[config.mk]
export PLATFORM = sky130hd
export DESIGN_NAME = frb_queue
export DESIGN_NICKNAME = d
export VERILOG_FILES = /design/src/rtl/frb_pkg.sv /design/src/rtl/frb_queue.sv
export SDC_FILE = /design/constraint.sdc
export NUM_CORES = 1
export LEC_CHECK = 0
export ABC_AREA = 1
export CORE_MARGIN = 4
export CORE_UTILIZATION = 45
export CTS_CLUSTER_DIAMETER = 60
export DETAILED_ROUTE_END_ITERATION = 6
export DONT_BUFFER_PORTS = 1
export PLACE_DENSITY = 0.7
export SYNTH_ARGS = -nofsm -noshare
export SYNTH_HDL_FRONTEND = slang
export SYNTH_SLANG_ARGS = --single-unit
[constraint.sdc]
create_clock -name clk -period 11.6 [get_ports clk]
set_clock_uncertainty 0.2 [all_clocks]
set_input_delay 0.58 -clock clk [delete_from_list [all_inputs] [get_ports clk]]
set_output_delay 0.58 -clock clk [all_outputs]
set_load 0.005 [all_outputs]
[src/rtl/frb_pkg.sv]
// shared types, codes and constants of the flit retransmission buffer
`default_nettype none

package frb_pkg;

  localparam int ID_W      = 32;
  localparam int GEV_W     = 8;
  localparam int PAY_W     = 64;
  localparam int KIND_IN_W = 3;
  localparam int KIND_W    = 2;
  localparam int DEPTH_W   = 5;

  localparam int MAX_ENTRIES_DEF  = 16;
  localparam int PAYLOAD_BITS_DEF = 64;
  localparam int GEV_BITS_DEF     = 8;

  localparam logic [DEPTH_W-1:0] DEPTH_RESET = 5'd10;

  localparam logic OPC_STORE   = 1'b0;
  localparam logic OPC_REQUEST = 1'b1;

  localparam logic PORT_FORWARD = 1'b0;
  localparam logic PORT_RETRANS = 1'b1;

  localparam logic [KIND_IN_W-1:0] KIND_DATA     = 3'd0;
  localparam logic [KIND_IN_W-1:0] KIND_MAC      = 3'd1;
  localparam logic [KIND_IN_W-1:0] KIND_SPLIT2   = 3'd3;
  localparam logic [KIND_IN_W-1:0] KIND_DATA_MAC = 3'd4;

  typedef enum logic [1:0] {
    OP_STORE     = 2'd0,
    OP_READ      = 2'd1,
    OP_READ_PAIR = 2'd2
  } frb_op_t;

  typedef struct packed {
    logic                 opcode;
    logic                 is_coded;
    logic [ID_W-1:0]      flit_id;
    logic [GEV_W-1:0]     gen_vector;
    logic [KIND_IN_W-1:0] kind;
    logic [PAY_W-1:0]     payload;
  } frb_in_t;

  typedef struct packed {
    logic              out_port;
    logic              out_coded;
    logic [ID_W-1:0]   out_id;
    logic [GEV_W-1:0]  out_gen_vector;
    logic [KIND_W-1:0] out_kind;
    logic [PAY_W-1:0]  out_payload;
    logic              last;
  } frb_out_t;

  typedef struct packed {
    frb_op_t           op;
    logic              is_coded;
    logic [ID_W-1:0]   flit_id;
    logic [GEV_W-1:0]  gen_vector;
    logic [GEV_W-1:0]  gkey;
    logic [KIND_W-1:0] kind;
    logic              cache;
    logic [PAY_W-1:0]  payload;
  } frb_cmd_t;

endpackage

`default_nettype wire

[src/rtl/frb_queue.sv]
// two-entry command queue between front end and table engine
`default_nettype none

module frb_queue import frb_pkg::*; (
  input  wire logic     clk,
  input  wire logic     rst_n,
  input  wire logic     push,
  input  wire frb_cmd_t push_cmd,
  output logic          full,
  output logic          head_valid,
  output frb_cmd_t      head_cmd,
  input  wire logic     pop
);

  frb_cmd_t   slot_r [2];
  logic       wr_ptr_r, wr_ptr_nxt;
  logic       rd_ptr_r, rd_ptr_nxt;
  logic [1:0] cnt_r, cnt_nxt;
  logic       do_push, do_pop;

  assign full       = (cnt_r == 2'd2);
  assign head_valid = (cnt_r != 2'd0);
  assign head_cmd   = slot_r[rd_ptr_r];
  assign do_push    = push && !full;
  assign do_pop     = pop && head_valid;

  always_comb begin
    wr_ptr_nxt = do_push ? !wr_ptr_r : wr_ptr_r;
    rd_ptr_nxt = do_pop ? !rd_ptr_r : rd_ptr_r;
    cnt_nxt    = cnt_r + 2'(do_push) - 2'(do_pop);
  end

  always_ff @(posedge clk) begin
    if (!rst_n) begin
      wr_ptr_r <= 1'b0;
      rd_ptr_r <= 1'b0;
      cnt_r    <= 2'd0;
    end else begin
      wr_ptr_r <= wr_ptr_nxt;
      rd_ptr_r <= rd_ptr_nxt;
      cnt_r    <= cnt_nxt;
    end
  end

  always_ff @(posedge clk) begin
    if (do_push) begin
      slot_r[wr_ptr_r] <= push_cmd;
    end
  end

endmodule

`default_nettype wire

Word level (Yosys, flattened, before mapping)
Memories as Yosys holds them, arrays and structs flattened. A register that Yosys moved wholly into a read port is not among the register bits.
Cells that the tools add are included.
{"block": "totals", "register_bits": 4, "ram_bits": 236, "input_bits": 122, "output_inout_bits": 120, "memories": 1}
{"block": "op_classes", "addsub": 2, "eq_ne": 1, "muxes": 4, "reduce_logical": 6}
{"name": "slot_r", "words": 2, "width": 118, "read_ports": 1, "rd_clocked_by_memory_dff": 1, "write_ports": 1, "line_no": "frb_queue.sv:15", "text": "frb_cmd_t slot_r [2];"}
{"op": "$mux 1", "count": 4}
{"op": "$logic_not 1->1", "count": 3}
{"op": "$add 2x1->2", "count": 1}
{"op": "$eq 2x2->1 const B", "count": 1}
{"op": "$logic_and 1x1->1", "count": 2}
{"op": "$reduce_bool 2->1", "count": 1}
{"op": "$sub 2x1->2", "count": 1}

Longest topological paths before layout
{"block": "depth", "ltp_word": 5, "depth_mapped": 11}

Worst setup path after synthesis
Ideal clock, no wire load.
{"block": "synth_path", "path_type": "input to register", "start": "input port push", "end": "memory slot_r[0][0] in the netlist's numbering, enable pin", "setup_time_ns": 0.596, "t_arrival_ns": 5.554, "required_time_ns": 10.804, "path_slack_ns": 5.251, "stages": 2, "path_buffers": 0, "path_cell_list": "nand2_1 -> nor2_1"}
{"block": "synth_between", "elab_chain_len": 3}
{"element": "from (decl)", "line_no": "frb_queue.sv:7", "text": "input wire logic push,"}
{"element": "$logic_and 1x1->1", "line_no": "frb_queue.sv:24", "text": "assign do_push = push && !full;"}
{"element": "$mux 1", "line_no": "frb_queue.sv:46", "text": "if (do_push) begin"}
{"element": "$mux 1 (not written as such)", "line_no": "frb_queue.sv:47", "text": "slot_r[wr_ptr_r] <= push_cmd;"}
{"element": "to (decl)", "line_no": "frb_queue.sv:15"}
Every way passes these cells.

==> flow_summary.yaml <==
yosys:
  synth-seq-cells: 241
  synth_warnings: 0
  synthCells: 404
  netlist_area_um2: 8820
  yosysTopAreaCell: "edfxtp_1"
  syn_avg_cell_area_um2: 21.8
  synth_top_area_frac: 0.803
  synthDistinctLibCells: 12
  ys_seq_area_frac: 0.814
  syn-num-nets: 528
  synth.area.top_cells: "edfxtp_1 (80%), mux2_2 (13%), mux2_4 (3.4%)"
detailed_routing:
  drtPass1Iterations: 4
  drcViolationCount: 0
  wire_per_inst_um: 20.8
  drtIter0Drc: 176
  postRouteAntennaNets: 0
  vias_per_cell: 5.07
  wl_mm: 17.0
  vias: 4135
global_route:
  grt_pass1_vias: 4493
  grt_overflow_total: 0
  grt_antenna_before_repair: 0
  grt.total_usage: 0.147
  grt_pass1_wl_mm: 25.2
  grt_max_degree: 69
placement:
  io_buffer_count: 0
  place.gp.congestion: 0.764
  hpwl_mm: 10.4
worst_hold_path:
  hp-class: "input port to register"
  hold_depth: 2
power:
  ir_drop_mv: 0.125
  p_sw_frac: 0.245
  seq_power_share: 0.514
  p_int_uw: 1700
  p_leak_uw: 0.00373
  p_comb_frac: 0.170
  p_clk_frac: 0.316
  p_sw_uw: 550
  power.density_nw_per_um2: 204
  totalPowerFinal_uw: 2250
worst_setup_path:
  crit_arrival_ns: 2.65
  crit_fanout: 68
  cp-end-kind: "output port"
  required_ns: 10.82
  critPathKind: "register to output port"
  r2r_cells: 5
  start_kind: "register"
timing:
  slew_viol_final: 0
  relSlewSlack: 0.381
  worst_pin_slew_ns: 0.928
  final-hold-violation-count: 0
  period_share: 0.296
  fin_crit_ns: 3.43
  rsz0062_at_grt: "no"
  timing.setup.tns_ns: 0
  fmax_ghz: 0.291
  setup_viol: 0
clock_tree:
  cts_buffer_depth: 3
  clockRootBuffer: "clkbuf_16"
  clock_sinks: 241
  h-tree-depth: 1
  clk_pin_slew_ns: 0.06
  insertion_delay_ns: 0.50
  tritoncts: "yes"
  cts_setup_buffers: 0
  cts_buffers: 24
floorplanning:
  die_area_um2: 21900
  rows: 50
  die_h_um: 148
  dieWidth_um: 148
  core-area_um2: 19000
  start_util: 0.464
  boundaryPins: 242
layout:
  antenna_cells: 0
  multi_input_area_um2: 1530
  final_nets: 664
  syn_to_final_growth_pct: 24.9
  seqCellArea_um2: 7190
  drive_gt1_frac: 0.281
  fill_cells: 1396
run:
  drv_cap: 0
run_status:
  status: "completed"
-- cell usage after synthesis --
library cell and count:
edfxtp_1 236, dfxtp_1 5, buf_2 9, mux2_4 20, a21oi_1 2, mux2_2 98, buf_6 4, nand2_1 9
nor2_1 8, nand3_1 3, inv_1 8, ha_1 2
-- flip-flops by register name, summed over array words and instances, names as in the netlist, named ones only --
| register | count |
|---|---|
| wr_ptr_r | 1 |
| slot_r | 236 |
| rd_ptr_r | 1 |
| cnt_r | 2 |
-- power groups by stage --
| stage | sequential, uW | combinational (uW) | clock [uW] |
|---|---|---|---|
| floorplan | 1160 | 299 | 0 |
| detailed placement | 1170 | 351 | 0 |
| finish | 1160 | 382 | 711 |
| global placement | 1170 | 344 | 0 |
| global route | 1170 | 414 | 770 |
| CTS | 1150 | 392 | 727 |
-- worst paths after layout --
check	startpoint	end	slack, ns
hold reg to reg	rd_ptr_r	register	0.32
hold / removal	rst_n	register	0.02
setup reg to reg	cnt_r[0]	slot_r[0][114]	8.91
setup / recovery	register	head_cmd[2]	8.17
-- logic make-up after synthesis --
logic type	count (synthesis)	synth area share
AO/OA/AOI/OAI	2	0.00113
AND/OR/NAND/NOR	20	0.00893
buffers and inverters	21	0.0136
flip-flops	241	0.814
adder cells (fa/ha/maj)	2	0.00284
multiplexers	118	0.159
-- metrics by stage --
stage | util | setup slack, ns | cells | cell area (um^2) | hold slack (ns)
final | 0.580 | 8.17 | 815 | 11000 | 0.0151
after CTS | 0.580 | 8.09 | 815 | 11000 | 0.000698
after global placement | 0.479 | 8.68 | 655 | 9100 | 0.288
after global routing | 0.580 | 8.01 | 815 | 11000 | 0.0173
after floorplan | - | 5.25 | 404 | 8820 | 0.267
after detailed placement | 0.479 | 8.64 | 655 | 9100 | 0.304
-- placed cells by master, fill, tap and decap left out, types with 3 or more instances in the layout --
master         count
buf_4              4
clkbuf_1           6
clkbuf_16         24
clkinv_1           4
dfxtp_1            4
dlygate4sd3_1    119
edfxtp_1         236
inv_1              7
mux2_2            98
mux2_4            20
nand2_1            9
nand3_1            3
nor2_1             7
-- area by class of cell --
class | count | area share
Clock buffer | 32 | 0.0590
Clock inverter | 9 | 0.00726
Inverter | 8 | 0.00295
Multi-Input combinational cell | 142 | 0.138
Sequential cell | 241 | 0.652
Tap cell | 260 | 0.0295
Timing Repair Buffer | 123 | 0.111
-- routing by layer --
layer	global-route usage	up-vias	routed length, um
met4	0.0406	0	469
li1	-	1856	-
met1	0.168	2040	6510
met2	0.262	205	8520
met5	0	-	0
met3	0.0512	34	1490
-- repair_timing --
item | 4_1_cts | 5_1_grt
endpoints found under the setup margin | 0 | 0
endpoints found under the hold margin | 239 | 0
hold buffers | 119 | 0
resized for setup | 0 | 0
-- worst max-delay path, cell delays in order, from the launching register on --
cell     delay [ns]
dfxtp_4        0.80
buf_4          0.82
mux2_2         0.44
Note: power is estimated with default switching activity, not from simulation.
