===== src/rtl/frb_pkg.sv =====
// shared types, codes and constants of the flit retransmission buffer
`default_nettype none

package frb_pkg;

  localparam int ID_W      = 32;
  localparam int GEV_W     = 8;
  localparam int PAY_W     = 64;
  localparam int KIND_IN_W = 3;
  localparam int KIND_W    = 2;
  localparam int DEPTH_W   = 5;

  localparam int MAX_ENTRIES_DEF  = 16;
  localparam int PAYLOAD_BITS_DEF = 64;
  localparam int GEV_BITS_DEF     = 8;

  localparam logic [DEPTH_W-1:0] DEPTH_RESET = 5'd10;

  localparam logic OPC_STORE   = 1'b0;
  localparam logic OPC_REQUEST = 1'b1;

  localparam logic PORT_FORWARD = 1'b0;
  localparam logic PORT_RETRANS = 1'b1;

  localparam logic [KIND_IN_W-1:0] KIND_DATA     = 3'd0;
  localparam logic [KIND_IN_W-1:0] KIND_MAC      = 3'd1;
  localparam logic [KIND_IN_W-1:0] KIND_SPLIT2   = 3'd3;
  localparam logic [KIND_IN_W-1:0] KIND_DATA_MAC = 3'd4;

  typedef enum logic [1:0] {
    OP_STORE     = 2'd0,
    OP_READ      = 2'd1,
    OP_READ_PAIR = 2'd2
  } frb_op_t;

  typedef struct packed {
    logic                 opcode;
    logic                 is_coded;
    logic [ID_W-1:0]      flit_id;
    logic [GEV_W-1:0]     gen_vector;
    logic [KIND_IN_W-1:0] kind;
    logic [PAY_W-1:0]     payload;
  } frb_in_t;

  typedef struct packed {
    logic              out_port;
    logic              out_coded;
    logic [ID_W-1:0]   out_id;
    logic [GEV_W-1:0]  out_gen_vector;
    logic [KIND_W-1:0] out_kind;
    logic [PAY_W-1:0]  out_payload;
    logic              last;
  } frb_out_t;

  typedef struct packed {
    frb_op_t           op;
    logic              is_coded;
    logic [ID_W-1:0]   flit_id;
    logic [GEV_W-1:0]  gen_vector;
    logic [GEV_W-1:0]  gkey;
    logic [KIND_W-1:0] kind;
    logic              cache;
    logic [PAY_W-1:0]  payload;
  } frb_cmd_t;

endpackage

`default_nettype wire


===== src/rtl/frb_front.sv =====
// front end: accepts input transfers and classifies them into commands
`default_nettype none

module frb_front import frb_pkg::*; #(
  parameter int PAYLOAD_BITS = PAYLOAD_BITS_DEF,
  parameter int GEV_BITS     = GEV_BITS_DEF
) (
  input  wire logic     in_valid,
  output logic          in_ready,
  input  wire frb_in_t  in_data,
  input  wire logic     q_full,
  output logic          q_push,
  output frb_cmd_t      q_cmd
);

  localparam int KG_W = (GEV_BITS < GEV_W) ? GEV_BITS : GEV_W;

  logic drop;

  assign in_ready = !q_full;

  always_comb begin
    drop            = 1'b0;
    q_cmd.op        = OP_STORE;
    q_cmd.is_coded  = in_data.is_coded;
    q_cmd.flit_id   = in_data.flit_id;
    q_cmd.gen_vector = in_data.gen_vector;
    q_cmd.gkey      = in_data.is_coded ? GEV_W'(in_data.gen_vector[KG_W-1:0]) : '0;
    q_cmd.kind      = in_data.kind[KIND_W-1:0];
    q_cmd.cache     = 1'b0;
    q_cmd.payload   = PAY_W'(in_data.payload[PAYLOAD_BITS-1:0]);
    if (in_data.opcode == OPC_STORE) begin
      q_cmd.op    = OP_STORE;
      q_cmd.cache = (in_data.kind <= KIND_SPLIT2);
    end else if (in_data.kind <= KIND_SPLIT2) begin
      q_cmd.op = OP_READ;
    end else if (in_data.kind == KIND_DATA_MAC) begin
      q_cmd.op = OP_READ_PAIR;
    end else begin
      drop = 1'b1;
    end
  end

  assign q_push = in_valid && in_ready && !drop;

endmodule

`default_nettype wire


===== config.mk =====
export PLATFORM = sky130hd
export DESIGN_NAME = frb_front
export DESIGN_NICKNAME = d
export VERILOG_FILES = /design/src/rtl/frb_pkg.sv /design/src/rtl/frb_front.sv
export SDC_FILE = /design/constraint.sdc
export NUM_CORES = 1
export LEC_CHECK = 0
export ABC_AREA = 1
export BUFFER_PORTS_ARGS = -buffer_cell sky130_fd_sc_hd__buf_2
export CAP_MARGIN = 15
export CORE_AREA = 2 2 89 91
export DETAILED_ROUTE_END_ITERATION = 12
export DIE_AREA = 0 0 91 93
export SYNTH_ARGS = -nofsm -noshare
export SYNTH_HDL_FRONTEND = slang
export SYNTH_SLANG_ARGS = --single-unit

===== constraint.sdc =====
create_clock -name vclk -period 0.8
set_clock_uncertainty 0.15 [all_clocks]
set_input_delay 0.04 -clock vclk [all_inputs]
set_output_delay 0.04 -clock vclk [all_outputs]
set_load 0.05 [all_outputs]

======== After elaboration in Yosys (flattened, before gate mapping) ========
Index checks and enable logic that the tools add are counted.
storage, ports and cells
  register bits ........................... 0
  output and inout bits ................... 120
  input port bits ......................... 111
operators by class
  equal/unequal tests ..................... 1
  reduce and logical (&&, ||, !) cells .... 4
  magnitude comparators ................... 1
  mux-type cells .......................... 8
operators by type and width
  kind                  count
  $mux W8               1
  $mux W2               3
  $mux W1               4
  $eq A3 B3 Y1 const B  1
  $le A3 B2 Y1 const B  1
  $logic_and A1 B1 Y1   2
  $logic_not A1 Y1      2

======== Longest topological paths before layout ========
Gate-level depths: netlist of the first run.
  depth in word-level cells ............... 6
  mapped depth ............................ 3
  gate-level depth less buffers ........... 3

======== Worst setup path before layout of the first run ========
Ideal clock, no wire load.
  path kind ............................... in2out
  start ................................... input port q_full
  end ..................................... output port q_push
  stages .................................. 3
  setup slack ............................. -0.613 ns
  data arrival time ....................... 1.223 ns
  cells stage by stage .................... inv_1 nand2_1 a21oi_1
on the way
  longest elaborated chain between the ends .. 3
ends and longest elaborated chain
  item                               RTL line         text
  start, declared                    frb_front.sv:11  input wire logic q_full,
  $logic_not A1 Y1                   frb_front.sv:20  assign in_ready = !q_full;
  $logic_and A1 B1 Y1 (2 in series)  frb_front.sv:44  assign q_push = in_valid && in_ready && !drop;
  end, declared                      frb_front.sv:12  output logic q_push,
Every way passes these cells.

======== Worst setup path after layout of the first run ========
  start ................................... input port in_data[64] in the netlist's numbering
  end ..................................... output port q_push
on the way
  longest elaborated chain between the ends .. 6
ends and longest elaborated chain
  item                                                                  RTL line         text
  start, declared                                                       frb_front.sv:10  input wire frb_in_t in_data,
  parallel branches: the longest is 2 deep, another holds $le A3 B2 Y1  -
  $mux W1 *                                                             frb_front.sv:35  end else if (in_data.kind <= KIND_SPLIT2) begin
  $mux W1 *                                                             frb_front.sv:32  if (in_data.opcode == OPC_STORE) begin
  $logic_not A1 Y1 *                                                    frb_front.sv:44
  $logic_and A1 B1 Y1 *                                                 frb_front.sv:44
Mark *: on every way between the ends.

==> results.py, run 1 <==
metrics = {
    "run": {
        "cap_violations": 0,
    },
    "sta": {
        "min_period_over_period": 1.019,
        "slew_headroom": 0.8206,
        "final.setup.tns_ns": -0.01552,
        "slew_viol_final": 0,
        "setup_viol": 1,
        "worst_pin_slew_ns": 0.2710,
        "finalHoldViolCount": 96,
        "rsz0062_at_grt": "true",
        "whs_ns": -0.06998,
        "period_needed_ns": 0.8155,
        "max_freq_mhz": 1226,
        "setup_ws_ns": -0.01552,
    },
    "grt": {
        "grt_max_degree": 10,
        "antenna_found_initial": 0,
        "first_global_vias": 486,
        "grt.total_usage": 0.04692,
        "gr-total-overflow": 0,
        "grt_pass1_wl_mm": 2.946,
    },
    "floorplan": {
        "design.core.area_sq_um": 7527,
        "boundaryPins": 231,
        "die_area_sq_um": 8463,
        "chipWidth_um": 91,
        "start_util": 0.1210,
        "die_y_um": 93,
        "row_count": 32,
    },
    "synth": {
        "syn_area_sq_um": 910.9,
        "synth.most_common_cell": "buf_4",
        "ys_top_cells_by_area": "buf_4 (88%), inv_1 (4.5%), nand2_1 (4.5%), nor2_1 (1.6%), a21oi_1 (0.55%)",
        "synthTopCellsByCount": "buf_4 (107), inv_1 (11), nand2_1 (11)",
        "synthDistinctLibCells": 6,
        "yosysTopAreaCell": "buf_4",
        "synth_top_cell_area_share": 0.8819,
        "synth_nets": 246,
        "synth_cells": 135,
        "yosys_warnings": 0,
        "ys_seq_area_frac": 0,
        "synth.avg_cell_area_sq_um": 6.747,
    },
    "critical_path": {
        "critPathMaxFanout": 2,
        "cp-start-kind": "input pin",
        "end_kind": "output pin",
        "worstPathArrival_ns": 0.63,
        "cp.required_ns": 0.61,
        "worst-setup-path-type": "input pin to output pin",
    },
    "finish": {
        "n_sequential_cell": 0,
        "antenna_cells": 0,
        "drive_above_1_share": 0.7059,
        "n_clock_buffer": 0,
        "area_delta_synth_final_pct": -38.87,
        "area.sequential_sq_um": 0,
        "multi_input_area_sq_um": 100.1,
        "fillerInstances": 913,
        "num-nets-final": 181,
    },
    "worst_hold_path": {
        "min_to": "q_cmd[107]",
        "worstHoldStart": "in_data[99]",
        "worst_hold_path_type": "input pin to output pin",
        "min_path_cells": 0,
    },
    "outcome": {
        "status": "finished with violations",
        "violations": "negative hold slack, negative setup slack",
    },
    "detailed_routing": {
        "totalWireLength_mm": 2.346,
        "drt_iter0_markers": 12,
        "wl_per_cell_um": 13.80,
        "viasPerCell": 2.694,
        "dr.pass1.iters": 2,
        "ant_nets": 0,
        "drc": 0,
        "vias": 458,
    },
    "placement": {
        "hpwl_mm": 2.001,
        "portBuffers": 39,
        "gp_congestion": 0.5078,
    },
    "clocking": {
        "postCtsSetupBuffers": 0,
    },
    "pwr": {
        "leakage_nw": 0.3059,
        "p_per_area_nw_per_um2": 797.4,
        "irDropWorstVdd_mv": 0.08533,
    },
}
-- cell type report --
type,instances,area share
Timing Repair Buffer,41,0.5101
Inverter,11,0.08090
Tap cell,102,0.2292
Multi-Input combinational cell,16,0.1798
-- worst max-delay path, cell delays in order --
cell and delay (ns):
buf_8 0.10, nor2_4 0.11, nand2_4 0.08, a21oi_4 0.13
buf_8 0.16
-- routing by layer --
layer  vias to the layer above  wire [um]  track usage
met1                       178        328      0.01559
li1                        153          -            -
met5                         -          0            0
met3                        52        475      0.02901
met4                         0        371      0.08081
met2                        75       1170      0.08827
-- metrics by stage --
| stage | utilization | power (mW) | instances | instance area (sq um) | setup slack [ns] |
|---|---|---|---|---|---|
| detailed placement | 0.06416 | 0.4056 | 170 | 483.0 | -0.1779 |
| CTS | 0.06965 | 0.4293 | 170 | 524.3 | -0.03322 |
| global route | 0.07397 | 0.4634 | 170 | 556.8 | -0.03330 |
| floorplan | - | 1.607 | 135 | 938.4 | -0.05132 |
| global placement | 0.06416 | 0.4033 | 170 | 483.0 | -0.1463 |
| finish | 0.07397 | 0.4440 | 170 | 556.8 | -0.01552 |
-- where the power goes --
part | switching [mW] | leakage (nW) | internal [mW]
Combinational | 0.315 | 0.306 | 0.129
Sequential | 0 | 0 | 0
Clock | 0 | 0 | 0
-- how the worst max path moves through the flow --
stage | from | to | slack [ns] | cells past startpoint
after floorplan | q_full | q_push | -0.05 | 3
after global placement | in_data[64] | q_push | -0.15 | 5
after detailed placement | in_data[64] | q_push | -0.18 | 5
after CTS | in_data[65] | q_push | -0.03 | 5
after global routing | in_data[64] | q_push | -0.03 | 5
final | in_data[64] | q_push | -0.02 | 5
-- kinds of logic after synthesis --
logic type,count (synthesis),synth area share
AO/OA/AOI/OAI,1,0.005489
AND/OR/NAND/NOR,15,0.06181
buffers and inverters,119,0.9327
-- repair_timing --
action                                  4_1_cts  5_1_grt
endpoints found under the setup margin        4       10
gates resized for setup                      12       11
pin swaps                                     3        2
hold endpoints to repair                     96       96
-- layout by cell type (no fill, tap or decap) --
master / Yosys / layout
a21oi_4: 0 / 1
buf_12: 0 / 1
buf_2: 1 / 25
buf_4: 107 / 3
buf_6: 0 / 3
buf_8: 0 / 2
clkbuf_4: 0 / 7
clkinvlp_4: 0 / 1
inv_1: 11 / 10
nand2_1: 11 / 10
nand2_4: 0 / 1
nor2_2: 0 / 2
nor2_4: 0 / 2
No activity file was read; power rests on OpenSTA's default activity.
==> run 2, diff against run 1 <==
- BUFFER_PORTS_ARGS: -buffer_cell sky130_fd_sc_hd__buf_2 -> unset
- CORE_AREA: 2 2 89 91 -> 2 2 90 92
- DIE_AREA: 0 0 91 93 -> 0 0 92 94
- DONT_BUFFER_PORTS: unset -> 1
- PLACE_DENSITY: unset -> 0.3
==> run 2 against run 1 <==
Compared with the run above:
- the run ends with negative hold slack left
- design area down 29%
- critical path depth down 1
- non-clock buffer count down 28
- maximum frequency up 11%
- flip-flop and latch count unchanged
- routed wire length down 39%
- global-route usage down 2.2 points
- largest power group unchanged
- die area up 2.2%
- first-iteration DRC count down 92%
- utilization down 2.2 points
- highest routed layer unchanged
- via count down 32%
- setup slack better by 0.078 ns
==> results.py, run 2 (synthesis gave the netlist of run 1 again) <==
metrics = {
    "grt": {
        "grt.total_usage": 0.02452,
        "grt_pass1_wl_mm": 1.669,
        "antenna_found_initial": 0,
        "first_global_vias": 310,
        "grt_max_degree": 10,
        "gr-total-overflow": 0,
    },
    "outcome": {
        "status": "finished with violations",
        "violations": "negative hold slack",
    },
    "detailed_routing": {
        "totalWireLength_mm": 1.434,
        "ant_nets": 0,
        "drc": 0,
        "wl_per_cell_um": 10.10,
        "drt_iter0_markers": 1,
        "dr.pass1.iters": 2,
        "viasPerCell": 2.183,
        "vias": 310,
    },
    "sta": {
        "finalHoldViolCount": 107,
        "worst_pin_slew_ns": 0.1525,
        "setup_viol": 0,
        "whs_ns": -0.06998,
        "slew_headroom": 0.8992,
        "period_needed_ns": 0.7374,
        "rsz0062_at_grt": "false",
        "slew_viol_final": 0,
        "final.setup.tns_ns": 0,
        "max_freq_mhz": 1356,
        "min_period_over_period": 0.9218,
    },
    "floorplan": {
        "chipWidth_um": 92,
        "boundaryPins": 231,
        "row_count": 32,
        "die_area_sq_um": 8648,
        "die_y_um": 94,
        "design.core.area_sq_um": 7607,
        "start_util": 0.1197,
    },
    "pwr": {
        "p_per_area_nw_per_um2": 596.6,
        "total_power_uw": 235.9,
        "irDropWorstVdd_mv": 0.06086,
        "leakage_nw": 0.1873,
    },
    "finish": {
        "area_delta_synth_final_pct": -56.59,
        "design_area_sq_um": 395.4,
        "n_clock_buffer": 0,
        "n_sequential_cell": 0,
        "drive_above_1_share": 0.4750,
        "num-nets-final": 153,
        "area.sequential_sq_um": 0,
        "antenna_cells": 0,
        "final_cells": 142,
        "final_cell_mix": "nand2_1 (10), inv_1 (10), buf_4 (10)",
    },
    "worst_hold_path": {
        "min_to": "q_cmd[104]",
        "min_path_cells": 0,
        "worstHoldStart": "in_data[96]",
        "worst_hold_path_type": "input pin to output pin",
    },
    "critical_path": {
        "crit_family": "simple AND/OR/NAND/NOR gates",
        "crit_chain": "nor2_1 -> nand2_2 -> a21oi_4 -> buf_12",
        "max_stage_delay_ns": 0.15,
        "worstPathArrival_ns": 0.55,
        "path_buf_inv": 1,
        "end_kind": "output pin",
        "cp-start-kind": "input pin",
        "worst-setup-path-type": "input pin to output pin",
        "critPathMaxFanout": 2,
        "cp.required_ns": 0.61,
        "crit_slowest_cell": "a21oi_4",
    },
    "placement": {
        "placed_area_sq_um": 392.9,
        "portBuffers": 0,
        "hpwl_mm": 1.191,
        "gp_congestion": 0.5120,
        "dp.cells": 142,
    },
    "clocking": {
        "postCtsSetupBuffers": 0,
    },
    "run": {
        "cap_violations": 0,
    },
}
-- run 2: cell types whose count changed in the layout (fill, tap and decap cells not counted), sizes merged --
cell    change
buf        -21
clkbuf      -7
-- run 2: worst max-delay path by stage --
| stage | slack (ns) | endpoint | cells past startpoint | start |
|---|---|---|---|---|
| after floorplan | -0.05 | q_push | 3 | q_full |
| after global placement | 0.03 | q_push | 4 | in_data[64] |
| after detailed placement | 0.03 | q_push | 4 | in_data[64] |
| after CTS | 0.03 | q_push | 4 | in_data[64] |
| after global routing | 0.02 | q_push | 4 | in_data[64] |
| final | 0.06 | q_push | 4 | in_data[64] |
-- run 2: power breakdown --
group	leakage (nW)	switching (mW)	internal, mW
sequential	0	0	0
clock	0	0	0
combinational	0.187	0.160	0.0763
total	0.187	0.160	0.0763
-- run 2: cell type report --
type / instances / area, sq um
Fill cell: 916 / 7212
Inverter: 11 / 45.04
Multi-Input combinational cell: 16 / 87.58
Tap cell: 102 / 127.6
Timing Repair Buffer: 13 / 135.1
-- run 2: what timing repair did --
action	CTS	global route
gates resized for setup	0	1
setup endpoints to repair	0	1
endpoints found under the hold margin	107	107
-- run 2: per-layer routing --
metal / share of wire / up-vias / global-route usage
met5: 0 / - / 0
met4: 0.21 / 0 / 0.06468
met3: 0.26 / 48 / 0.01685
met2: 0.40 / 61 / 0.03309
met1: 0.14 / 104 / 0.008671
li1: - / 97 / -
-- run 2: per-stage QoR --
step,worst slack [ns],utilization,hold WS (ns)
after floorplan,-0.05132,-,0.02154
after global placement,0.02707,0.05164,-0.06966
after detailed placement,0.03348,0.05164,-0.06966
after CTS,0.03348,0.05164,-0.06966
after global routing,0.01548,0.05197,-0.06993
final,0.06256,0.05197,-0.06998
