$ cat src/rtl/frb_pkg.sv
// shared types, codes and constants of the flit retransmission buffer
`default_nettype none

package frb_pkg;

  localparam int ID_W      = 32;
  localparam int GEV_W     = 8;
  localparam int PAY_W     = 64;
  localparam int KIND_IN_W = 3;
  localparam int KIND_W    = 2;
  localparam int DEPTH_W   = 5;

  localparam int MAX_ENTRIES_DEF  = 16;
  localparam int PAYLOAD_BITS_DEF = 64;
  localparam int GEV_BITS_DEF     = 8;

  localparam logic [DEPTH_W-1:0] DEPTH_RESET = 5'd10;

  localparam logic OPC_STORE   = 1'b0;
  localparam logic OPC_REQUEST = 1'b1;

  localparam logic PORT_FORWARD = 1'b0;
  localparam logic PORT_RETRANS = 1'b1;

  localparam logic [KIND_IN_W-1:0] KIND_DATA     = 3'd0;
  localparam logic [KIND_IN_W-1:0] KIND_MAC      = 3'd1;
  localparam logic [KIND_IN_W-1:0] KIND_SPLIT2   = 3'd3;
  localparam logic [KIND_IN_W-1:0] KIND_DATA_MAC = 3'd4;

  typedef enum logic [1:0] {
    OP_STORE     = 2'd0,
    OP_READ      = 2'd1,
    OP_READ_PAIR = 2'd2
  } frb_op_t;

  typedef struct packed {
    logic                 opcode;
    logic                 is_coded;
    logic [ID_W-1:0]      flit_id;
    logic [GEV_W-1:0]     gen_vector;
    logic [KIND_IN_W-1:0] kind;
    logic [PAY_W-1:0]     payload;
  } frb_in_t;

  typedef struct packed {
    logic              out_port;
    logic              out_coded;
    logic [ID_W-1:0]   out_id;
    logic [GEV_W-1:0]  out_gen_vector;
    logic [KIND_W-1:0] out_kind;
    logic [PAY_W-1:0]  out_payload;
    logic              last;
  } frb_out_t;

  typedef struct packed {
    frb_op_t           op;
    logic              is_coded;
    logic [ID_W-1:0]   flit_id;
    logic [GEV_W-1:0]  gen_vector;
    logic [GEV_W-1:0]  gkey;
    logic [KIND_W-1:0] kind;
    logic              cache;
    logic [PAY_W-1:0]  payload;
  } frb_cmd_t;

endpackage

`default_nettype wire

$ cat src/rtl/frb_back.sv
// table engine: ring tables, key lookup, trim and insert, result register
`default_nettype none

module frb_back import frb_pkg::*; #(
  parameter int MAX_ENTRIES  = MAX_ENTRIES_DEF,
  parameter int PAYLOAD_BITS = PAYLOAD_BITS_DEF,
  parameter int GEV_BITS     = GEV_BITS_DEF
) (
  input  wire logic               clk,
  input  wire logic               rst_n,
  input  wire logic               cfg_valid,
  input  wire logic [DEPTH_W-1:0] cfg_data,
  input  wire logic               q_valid,
  input  wire frb_cmd_t           q_cmd,
  output logic                    q_pop,
  output logic                    out_valid,
  input  wire logic               out_ready,
  output frb_out_t                out_data
);

  localparam int KG_W  = (GEV_BITS < GEV_W) ? GEV_BITS : GEV_W;
  localparam int IDX_W = (MAX_ENTRIES > 1) ? $clog2(MAX_ENTRIES) : 1;
  localparam int CNT_W = $clog2(MAX_ENTRIES + 1);
  localparam int SUM_W = CNT_W + 1;
  localparam int CMP_W = (CNT_W > DEPTH_W) ? CNT_W : DEPTH_W;
  localparam int AW    = $clog2(2 * MAX_ENTRIES);

  typedef struct packed {
    logic [ID_W-1:0]   id;
    logic [KG_W-1:0]   gev;
    logic [KIND_W-1:0] kind;
  } key_t;

  typedef enum logic [2:0] {
    ST_LOOK = 3'b001,
    ST_EXEC = 3'b010,
    ST_MAC  = 3'b100
  } back_state_t;

  back_state_t state_r, state_nxt;

  logic [DEPTH_W-1:0] depth_r;
  logic [CNT_W-1:0]   cnt_r [2];
  logic [IDX_W-1:0]   old_r [2];
  key_t               key_r [2][MAX_ENTRIES];
  logic [PAYLOAD_BITS-1:0] pay_mem [2*MAX_ENTRIES];
  logic [PAYLOAD_BITS-1:0] rd_data_r;

  logic             hit_a_r, hit_b_r;
  logic [IDX_W-1:0] idx_b_r;

  frb_out_t out_data_r, out_data_nxt;
  logic     out_valid_r;
  logic     out_load, out_free;

  logic                  tsel;
  logic [KIND_W-1:0]     kind_a;
  key_t                  want_a, want_b;
  logic [MAX_ENTRIES-1:0] match_a, match_b;
  logic [IDX_W-1:0]      idx_a, idx_b;
  logic [CNT_W-1:0]      depth_eff;

  logic [CNT_W-1:0] c_trim [2];
  logic [CNT_W-1:0] c_fin [2];
  logic [CNT_W-1:0] adv [2];
  logic [CNT_W-1:0] cnt_nxt [2];
  logic [IDX_W-1:0] old_nxt [2];
  logic [IDX_W-1:0] waddr [2];
  logic             extra [2];
  logic             ins [2];

  logic          upd, rd_en, rd_sel_b, wr_en;
  logic [AW-1:0] rd_addr, wr_addr;

  function automatic logic [IDX_W-1:0] wrap(input logic [SUM_W-1:0] s);
    return (s >= SUM_W'(MAX_ENTRIES)) ? IDX_W'(s - SUM_W'(MAX_ENTRIES)) : IDX_W'(s);
  endfunction

  function automatic logic [AW-1:0] mem_addr(input logic tbl, input logic [IDX_W-1:0] idx);
    return tbl ? (AW'(idx) + AW'(MAX_ENTRIES)) : AW'(idx);
  endfunction

  assign tsel      = q_cmd.is_coded;
  assign out_free  = !out_valid_r || out_ready;
  assign depth_eff = (CMP_W'(depth_r) > CMP_W'(MAX_ENTRIES)) ? CNT_W'(MAX_ENTRIES)
                                                              : CNT_W'(depth_r);

  // parallel key compare over live entries of the selected table
  always_comb begin
    logic [SUM_W-1:0] rel;
    kind_a = (q_cmd.op == OP_READ_PAIR) ? KIND_DATA[KIND_W-1:0] : q_cmd.kind;
    want_a = '{id: q_cmd.flit_id, gev: q_cmd.gkey[KG_W-1:0], kind: kind_a};
    want_b = '{id: q_cmd.flit_id, gev: q_cmd.gkey[KG_W-1:0], kind: KIND_MAC[KIND_W-1:0]};
    idx_a  = '0;
    idx_b  = '0;
    rel    = '0;
    for (int e = 0; e < MAX_ENTRIES; e++) begin
      if (SUM_W'(e) >= SUM_W'(old_r[tsel])) begin
        rel = SUM_W'(e) - SUM_W'(old_r[tsel]);
      end else begin
        rel = SUM_W'(e) + SUM_W'(MAX_ENTRIES) - SUM_W'(old_r[tsel]);
      end
      match_a[e] = (rel < SUM_W'(cnt_r[tsel])) && (key_r[tsel][e] == want_a);
      match_b[e] = (rel < SUM_W'(cnt_r[tsel])) && (key_r[tsel][e] == want_b);
      idx_a = idx_a | (match_a[e] ? IDX_W'(e) : '0);
      idx_b = idx_b | (match_b[e] ? IDX_W'(e) : '0);
    end
  end

  // trim both tables to depth, target table to one less before an insert
  always_comb begin
    for (int t = 0; t < 2; t++) begin
      c_trim[t]  = (cnt_r[t] > depth_eff) ? depth_eff : cnt_r[t];
      ins[t]     = (tsel == t[0]) && q_cmd.cache && !hit_a_r && (depth_eff != '0);
      extra[t]   = ins[t] && (c_trim[t] == depth_eff);
      c_fin[t]   = c_trim[t] - CNT_W'(extra[t]);
      adv[t]     = (cnt_r[t] - c_trim[t]) + CNT_W'(extra[t]);
      old_nxt[t] = wrap(SUM_W'(old_r[t]) + SUM_W'(adv[t]));
      waddr[t]   = wrap(SUM_W'(old_nxt[t]) + SUM_W'(c_fin[t]));
      cnt_nxt[t] = ins[t] ? (c_fin[t] + CNT_W'(1)) : c_fin[t];
    end
  end

  always_comb begin
    state_nxt    = state_r;
    q_pop        = 1'b0;
    upd          = 1'b0;
    rd_en        = 1'b0;
    rd_sel_b     = 1'b0;
    out_load     = 1'b0;
    out_data_nxt = '{out_port: PORT_RETRANS, out_coded: q_cmd.is_coded,
                     out_id: q_cmd.flit_id, out_gen_vector: q_cmd.gkey,
                     out_kind: q_cmd.kind, out_payload: PAY_W'(rd_data_r),
                     last: 1'b1};
    case (state_r)
      ST_LOOK: begin
        if (q_valid) begin
          rd_en     = 1'b1;
          state_nxt = ST_EXEC;
        end
      end
      ST_EXEC: begin
        case (q_cmd.op)
          OP_STORE: begin
            if (out_free) begin
              upd                         = 1'b1;
              out_load                    = 1'b1;
              out_data_nxt.out_port       = PORT_FORWARD;
              out_data_nxt.out_gen_vector = q_cmd.gen_vector;
              out_data_nxt.out_payload    = q_cmd.payload;
              q_pop                       = 1'b1;
              state_nxt                   = ST_LOOK;
            end
          end
          OP_READ: begin
            if (!hit_a_r) begin
              q_pop     = 1'b1;
              state_nxt = ST_LOOK;
            end else if (out_free) begin
              out_load  = 1'b1;
              q_pop     = 1'b1;
              state_nxt = ST_LOOK;
            end
          end
          OP_READ_PAIR: begin
            if (!(hit_a_r && hit_b_r)) begin
              q_pop     = 1'b1;
              state_nxt = ST_LOOK;
            end else if (out_free) begin
              out_load              = 1'b1;
              out_data_nxt.out_kind = KIND_DATA[KIND_W-1:0];
              out_data_nxt.last     = 1'b0;
              rd_en                 = 1'b1;
              rd_sel_b              = 1'b1;
              state_nxt             = ST_MAC;
            end
          end
          default: begin
            q_pop     = 1'b1;
            state_nxt = ST_LOOK;
          end
        endcase
      end
      ST_MAC: begin
        if (out_free) begin
          out_load              = 1'b1;
          out_data_nxt.out_kind = KIND_MAC[KIND_W-1:0];
          q_pop                 = 1'b1;
          state_nxt             = ST_LOOK;
        end
      end
      default: begin
        state_nxt = ST_LOOK;
      end
    endcase
  end

  assign rd_addr = rd_sel_b ? mem_addr(tsel, idx_b_r) : mem_addr(tsel, idx_a);
  assign wr_en   = upd && ins[tsel];
  assign wr_addr = mem_addr(tsel, waddr[tsel]);

  always_ff @(posedge clk) begin
    if (!rst_n) begin
      state_r     <= ST_LOOK;
      depth_r     <= DEPTH_RESET;
      out_valid_r <= 1'b0;
      for (int t = 0; t < 2; t++) begin
        cnt_r[t] <= '0;
        old_r[t] <= '0;
      end
    end else begin
      state_r <= state_nxt;
      if (cfg_valid) begin
        depth_r <= cfg_data;
      end
      if (out_load) begin
        out_valid_r <= 1'b1;
      end else if (out_ready) begin
        out_valid_r <= 1'b0;
      end
      if (upd) begin
        for (int t = 0; t < 2; t++) begin
          cnt_r[t] <= cnt_nxt[t];
          old_r[t] <= old_nxt[t];
        end
      end
    end
  end

  always_ff @(posedge clk) begin
    if (state_r == ST_LOOK && q_valid) begin
      hit_a_r <= |match_a;
      hit_b_r <= |match_b;
      idx_b_r <= idx_b;
    end
    if (out_load) begin
      out_data_r <= out_data_nxt;
    end
    if (wr_en) begin
      key_r[tsel][waddr[tsel]] <= want_a;
    end
  end

  // payload store
  always_ff @(posedge clk) begin
    if (wr_en) begin
      pay_mem[wr_addr] <= q_cmd.payload[PAYLOAD_BITS-1:0];
    end
    if (rd_en) begin
      rd_data_r <= pay_mem[rd_addr];
    end
  end

  assign out_valid = out_valid_r;
  assign out_data  = out_data_r;

endmodule

`default_nettype wire

$ cat config.mk
export PLATFORM = sky130hd
export DESIGN_NAME = frb_back
export DESIGN_NICKNAME = d
export VERILOG_FILES = /design/src/rtl/frb_pkg.sv /design/src/rtl/frb_back.sv
export SDC_FILE = /design/constraint.sdc
export NUM_CORES = 2
export LEC_CHECK = 0
export BUFFER_PORTS_ARGS = -buffer_cell sky130_fd_sc_hd__buf_2
export CAP_MARGIN = 20
export CORE_MARGIN = 8
export CORE_UTILIZATION = 35
export DETAILED_ROUTE_END_ITERATION = 8
export PLACE_DENSITY = 0.58
export SYNTH_ARGS = -nofsm -noshare
export SYNTH_HDL_FRONTEND = slang
export SYNTH_SLANG_ARGS = --single-unit
$ cat constraint.sdc
create_clock -name clk -period 10.2 [get_ports clk]
set_clock_uncertainty 0.15 [all_clocks]
set_input_delay 1.53 -clock clk [delete_from_list [all_inputs] [get_ports clk]]
set_output_delay 1.53 -clock clk [all_outputs]
set_load 0.01 [all_outputs]
## Word-level counts from Yosys, hierarchy flattened

Memories as Yosys holds them, arrays and structs flattened. A register that Yosys moved wholly into a read port is not among the register bits.
Index checks and enable logic that the tools add are counted.

- $add $sub $neg: 50
- Magnitude comparators: 41
- Equality and inequality tests: 41
- Muxes and demuxes: 116
- Bitwise logic cells: 35
- Reduce and logical (&&, ||, !) cells: 55

Operator list:

| operator | number |
|---|---|
| equality test 42 bit | 32 |
| two-way mux 672 bit | 1 |
| demux 42 bit (select 4 bit) | 1 |
| two-way mux 64 bit | 2 |
| two-way mux 4 bit | 25 |
| less-than comparator 6 x 5 -> 1 bit | 16 |
| two-way mux 6 bit | 15 |
| subtractor 5 x 4 -> 6 bit (first input constant) | 15 |
| two-way mux 65 bit | 1 |
| bitwise OR 4 bit | 14 |
| two-way mux 5 bit | 11 |
| logical AND 1 bit | 44 |
| two-way mux 42 bit | 1 |
| subtractor 4 x 4 -> 5 bit (first input constant) | 8 |
| two-way mux 3 bit | 13 |
| OR reduction 16 bit | 2 |
| >= comparator 4 bit (first input constant) | 7 |
| two-way mux 1 bit | 26 |
| adder 4 x 5 -> 6 bit | 4 |
| >= comparator 6 x 5 -> 1 bit (second input constant) | 4 |
| two-way mux 8 bit | 3 |
| subtractor 3 x 4 -> 5 bit (first input constant) | 4 |
| two-way mux 2 bit | 9 |
| bitwise OR 3 bit | 6 |
| 43 further kinds | 74 |

- Register bits: 124
- Bits in writable memories: 3,410
- Memories kept: 4

Memories:

| name | depth | bits a word | rd ports | clocked after Yosys merged registers in | write ports | line | text |
|---|---|---|---|---|---|---|---|
| pay_mem | 32 | 64 | 1 | 1 | 1 | frb_back.sv:46 | `logic [PAYLOAD_BITS-1:0] pay_mem [2*MAX_ENTRIES];` |
| key_r | 2 | 672 | 1 | 0 | 1 | frb_back.sv:45 | `key_t key_r [2][MAX_ENTRIES];` |
| cnt_r | 2 | 5 | 3 | 0 | 2 | frb_back.sv:43 | `logic [CNT_W-1:0] cnt_r [2];` |
| old_r | 2 | 4 | 3 | 0 | 2 | frb_back.sv:44 | `logic [IDX_W-1:0] old_r [2];` |

## Longest topological paths before layout

An unclocked memory read counts as a cell.

- Word-level depth: 23
- Depth in mapped cells: 36
- Depth with buffers taken out: 26

## Worst setup path after synthesis

Ideal clock, no wire load.

- Path kind: input port to flip-flop
- Start point: in q_cmd[115] (netlist bit)
- End point: mem pay_mem[21][0] (netlist bit) (enable)
- Setup time: 487 ps
- Data arrival time: 10,034 ps
- Path slack: -471 ps
- Cell stages on the path: 28
- Cells stage by stage: buf_6 > buf_6 > buf_6 > buf_4 > buf_4 > buf_6 > buf_2 > buf_2 > buf_1 > clkbuf_1 > buf_1 > nand2_1 > a211oi_1 > ha_1 > inv_1 > fa_1 > inv_1 > ha_1 > a21o_1 > a21oi_1 > xnor2_1 > xnor2_1 > xnor2_1 > xnor2_1 > xnor2_1 > or3_1 > buf_1 > nor2_1

- Word-level cells in the longest chain between the ends: 17
- Elaborated cells between the ends (all ways): 41
- Classes of those cells: 13 x add/sub; 4 x order compare; 13 x mux; 2 x bitwise; 9 x reduce/logical

RTL lines:

| what | line | text |
|---|---|---|
| start: declaration | frb_back.sv:14 | `input wire frb_cmd_t q_cmd,` |
| NOT 1 bit | frb_back.sv:114 | `ins[t] = (tsel == t[0]) && q_cmd.cache && !hit_a_r && (depth_eff != '0);` |
| logical AND 1 bit (3 in a row) | frb_back.sv:114 |  |
| logical AND 1 bit | frb_back.sv:115 | `extra[t] = ins[t] && (c_trim[t] == depth_eff);` |
| adder 5 x 1 -> 5 bit | frb_back.sv:117 | `adv[t] = (cnt_r[t] - c_trim[t]) + CNT_W'(extra[t]);` |
| adder 4 x 5 -> 6 bit | frb_back.sv:118 | `old_nxt[t] = wrap(SUM_W'(old_r[t]) + SUM_W'(adv[t]));` |
| >= comparator 6 x 5 -> 1 bit or subtractor 4 x 1 -> 4 bit (tied branches) | frb_back.sv:76 | `return (s >= SUM_W'(MAX_ENTRIES)) ? IDX_W'(s - SUM_W'(MAX_ENTRIES)) : IDX_W'(s);` |
| two-way mux 4 bit | frb_back.sv:76 |  |
| adder 4 x 5 -> 6 bit | frb_back.sv:119 | `waddr[t] = wrap(SUM_W'(old_nxt[t]) + SUM_W'(c_fin[t]));` |
| >= comparator 6 x 5 -> 1 bit or subtractor 4 x 1 -> 4 bit (tied branches) | frb_back.sv:76 |  |
| two-way mux 4 bit | frb_back.sv:76 |  |
| two-way mux 4 bit (not written as such) (3 in a row) | frb_back.sv:200 | `assign wr_addr = mem_addr(tsel, waddr[tsel]);` |
| adder 4 x 5 -> 5 bit | frb_back.sv:80 | `return tbl ? (AW'(idx) + AW'(MAX_ENTRIES)) : AW'(idx);` |
| two-way mux 5 bit | frb_back.sv:80 |  |
| end: declaration | frb_back.sv:46 |  |

Several ways; a longest one is shown, not always the timed one. The select of a mux whose other input is x is not followed.

## Worst setup path after layout

- Start point: reg depth_r[4]
- End point: mem pay_mem[29][31] (netlist bit) (enable)

- Word-level cells in the longest chain between the ends: 18
- Elaborated cells between the ends (all ways): 46
- Classes of those cells: 15 x add/sub; 7 x order compare; 2 x eq/ne; 16 x mux; 6 x reduce/logical

RTL lines:

| what | line | text |
|---|---|---|
| start: declaration | frb_back.sv:42 | `logic [DEPTH_W-1:0] depth_r;` |
| start signal: assignment | frb_back.sv:214 | `depth_r <= cfg_data;` |
| greater-than comparator 5 bit | frb_back.sv:85 | `assign depth_eff = (CMP_W'(depth_r) > CMP_W'(MAX_ENTRIES)) ? CNT_W'(MAX_ENTRIES)` |
| two-way mux 5 bit (*) | frb_back.sv:85 |  |
| parallel branches: the longest is 16 deep, another holds adder 4 x 5 -> 6 bit | -- |  |

Mark *: on every way between the ends. The select of a mux whose other input is x is not followed.

==> metrics.md <==
| Metric | Value |
|---|---|
| Status | `finished clean` |
| Area leader, netlist | `sky130_fd_sc_hd__edfxtp_1` |
| Pin slew with the least headroom to its limit | `between 1000 and 1500 ps` |
| Proportion of synthesized flip-flops having asynchronous set or reset | `0%` |
| Worst ir drop on vdd | `0.151 mV` |
| HP Start | `depth_r[3]` |
| Cell count after synthesis | `around 8900` |
| Relative contribution of the clock network to total power | `42.9%` |
| Number of remaining DRC errors | `0` |
| Largest net degree at the start of global routing | `about 130` |
| Total number of placement rows | `~240` |
| Peak per-stage delay on the critical path | `1200 ps` |
| Sequential cell fraction of total power | `between 50% and 60%` |
| Drt initial violations | `8283` |
| Crit path kind | `reg2reg` |
| Number of primary I/O pins | `approximately 240` |
| Maximum buffer depth of the clock tree | `4` |
| Sequential area share after synthesis | `between 70% and 80%` |
| Reg-to-reg critical path startpoint | `depth_r[4]` |
| Routed WL per cell | `27.5 µm` |
| Clock input transition at the sequential cells of the worst setup and hold paths | `60 ps` |
| Number of optimization iterations in the first detailed-route pass | `7` |
| Worst-path fanout max | `17` |
| Flip-flop and latch count after synthesis | `~3600` |
| Mapped Area | `about 150000 µm²` |
| Post-synthesis net count | `about 9100` |
| Die area | `~440000 µm²` |
| Post-CTS resize count | `0` |
| Post-layout utilization of the core | `40.3%` |
| Prevailing post-synth register cell | `sky130_fd_sc_hd__edfxtp_1` |
| Placed Instances | `between 10000 and 15000` |
| Most frequent CP cell | `sky130_fd_sc_hd__xnor2_1` |
| Count of yosys warnings during synthesis | `0` |
| Worst hold slack | `between 400 and 500 ps` |
| Clk_lat worst skew | `just under 1000 ps` |
| Number of buffers added by the clock tree synthesis step | `376` |
| X dimension of the die | `666 µm` |
| Headroom to the max-slew limit | `between 20% and 30%` |
| Effective utilization at floorplan | `a little over a third` |
| Post-CTS setup buffer count | `0` |
| Top-area cell type share of the netlist area | `roughly 73%` |
| GRT Total Usage | `a little under a fifth` |
| Final Hold Fails | `0` |
| CP Launch Type | `register` |
| DR vias | `between 80000 and 90000` |
| Fin Setup TNS | `0 ps` |
| Number of unique standard cell types used by synthesis | `between 60 and 70` |
| Share of post-route cells with drive strength above 1 | `about an eighth` |
| Standard cell with the maximum stage delay on the critical path | `sky130_fd_sc_hd__nor2_4` |
| Final net count | `around 9600` |
| PortBufs | `between 200 and 250` |
| Cell at the root of the clock tree | `sky130_fd_sc_hd__clkbuf_16` |
| Wire length reported by the detailed router | `approximately 420 mm` |
| Detailed placer's ending HPWL | `approximately 230 mm` |
| Main area contributors after synthesis | `sky130_fd_sc_hd__edfxtp_1 73%, sky130_fd_sc_hd__mux2i_1 10%, sky130_fd_sc_hd__xnor2_1 3.7%, sky130_fd_sc_hd__nand2_1 1.5%, sky130_fd_sc_hd__ha_1 1.0%` |
| Power Total | `approximately 0.031 W` |
| Number of flops mapped to enable cells by yosys | `3589` |
| Type of the worst min-delay path | `reg2reg` |
| Initial antenna violation count | `40` |
| Endpoint kind of the worst setup timing path | `register` |
| Clock Sinks | `3598` |
| RSZ-0062 raised after global routing | `no` |
| Total power density per cell area | `between 150 and 200 nW/µm²` |
| Required time of the critical path | `between 10000 and 15000 ps` |
| Int Power | `~0.024 W` |
| Height of the chip | `between 600 and 700 µm` |
| Upper clock frequency limit | `~120 MHz` |
| Shortest clock period the worst path allows after layout | `between 8000 and 9000 ps` |
| Reported net switching power | `0.00679 W` |
| Vias in the first global route | `between 80000 and 90000` |
| Ratio of routed vias to standard cells | `~5.4` |
| Final number of max-transition violations | `0` |
| Period Utilization, post-route | `a little over four fifths` |
| Synth-to-layout area growth | `14.8%` |
| Critical path startpoint | `depth_r[4]` |
| CTS tree | `built` |
| Hold buffers post-CTS | `0` |
| Net switching share of the total power | `between 20% and 30%` |
| Syn avg cell area | `~17 µm²` |
| MaxCap Viol Count | `0` |
| Arrival time at the worst endpoint | `8990 ps` |
| Final setup fails | `0` |
| Final cell count without fillers | `15300` |
| Antenna-violating nets left | `0` |
| Floorplan core area | `between 400000 and 500000 µm²` |
| Comb power frac | `slightly below 5%` |
| GR Overflow Total | `0` |
| Wire length of the first global-routing pass | `slightly below 600 mm` |
| Routability congestion estimate | `approximately 0.82` |
| H-tree lvl count | `5` |
| Leakage | `55.8 nW` |
power groups by stage:
stage / registers (W) / logic (W) / clock network [W]
2_1_floorplan: 0.0166 / 0.000791 / 0
3_3_place_gp: 0.0166 / 0.00149 / 0
3_5_place_dp: 0.0166 / 0.00152 / 0
4_1_cts: 0.0163 / 0.00153 / 0.0136
5_1_grt: 0.0163 / 0.00164 / 0.0142
6_report: 0.0163 / 0.00153 / 0.0134
metrics by stage:
step,instance area (µm²),worst slack [ps]
global placement,157000,378
global route,169000,1070
detailed placement,157000,1070
finish,170000,1660
floorplan,148000,-466
CTS,169000,1580
cells in the final DEF, fill, tap and decap left out, drive strengths merged, types with 157 or more instances in the layout:
cell type	instances
buf	563
nand2	588
nand3	267
inv	157
nor4	166
clkinv	158
edfxtp	3589
xnor2	619
mux2i	1509
clkbuf	467
routing by layer:
| metal | vias to the layer above | global-route usage, % | wire (µm) |
|---|---|---|---|
| met5 | - | 0 | 48 |
| met4 | 8 | 5.29 | 12700 |
| met3 | 699 | 2.47 | 27100 |
| met2 | 3067 | 30.5 | 203000 |
| met1 | 42600 | 24.6 | 177000 |
| li1 | 35300 | - | - |
worst paths after layout:
check                    endpoint  slack (ps)  cells past startpoint
hold / removal         depth_r[3]         400                      2
hold reg to reg        depth_r[3]         400                      2
setup reg to reg  pay_mem[29][31]        1660                     25
setup / recovery  pay_mem[29][31]        1660                     25
logic make-up (layout without fill, tap and decap cells):
group,Yosys count,in the layout,share of synthesized area [%]
mux,1600,1600,10.9
buf+inv,648,1389,2.07
compound gates,813,813,4.18
flops,3598,3598,73.1
xor+xnor,723,723,4.29
simple gates,1360,1360,4.35
fa+ha+maj,126,126,1.10
other cells,0,18,0
state kept, by name (all words and copies together), names as in the netlist:
signal / cells
cnt_r: 10
hit_b_r: 1
old_r: 8
out_valid: 1
out_data: 109
state_r: 3
pay_mem: 2048
depth_r: 5
rd_data_r: 64
idx_b_r: 4
hit_a_r: 1
key_r: 1344
cell type report:
| cell class | count | area, µm² |
|---|---|---|
| Antenna cell | 18 | 45.0 |
| Clock buffer | 467 | 9920 |
| Clock inverter | 218 | 2040 |
| Fill cell | 37700 | 251000 |
| Inverter | 140 | 526 |
| Multi-Input combinational cell | 4622 | 37400 |
| Sequential cell | 3598 | 108000 |
| Tap cell | 5640 | 7060 |
| Timing Repair Buffer | 564 | 4600 |
cell usage after synthesis (44+ instances only):
master / count
sky130_fd_sc_hd__a211oi_1: 86
sky130_fd_sc_hd__xor2_1: 104
sky130_fd_sc_hd__nand2_1: 588
sky130_fd_sc_hd__inv_1: 138
sky130_fd_sc_hd__buf_2: 140
sky130_fd_sc_hd__buf_1: 61
sky130_fd_sc_hd__nor4_1: 166
sky130_fd_sc_hd__nor2_1: 123
sky130_fd_sc_hd__nand3_1: 267
sky130_fd_sc_hd__clkbuf_1: 207
sky130_fd_sc_hd__a32oi_1: 53
sky130_fd_sc_hd__and3_1: 44
sky130_fd_sc_hd__mux2i_1: 1509
sky130_fd_sc_hd__mux2_2: 91
sky130_fd_sc_hd__ha_1: 120
sky130_fd_sc_hd__nand4_1: 73
sky130_fd_sc_hd__a31oi_1: 84
sky130_fd_sc_hd__buf_4: 76
sky130_fd_sc_hd__a2111oi_0: 47
sky130_fd_sc_hd__a21oi_1: 134
sky130_fd_sc_hd__xnor2_1: 619
sky130_fd_sc_hd__a22oi_1: 54
sky130_fd_sc_hd__edfxtp_1: 3589
sky130_fd_sc_hd__o211ai_1: 54
worst max-delay path: cells and delay by family (launching register included):
family | cells | cell delay, ps
buf+inv | 5 | 860
simple gates | 5 | 2780
flops | 1 | 470
xor+xnor | 5 | 1020
fa+ha+maj | 5 | 1610
compound gates | 5 | 1280
Power figures use the tool's default switching activity.
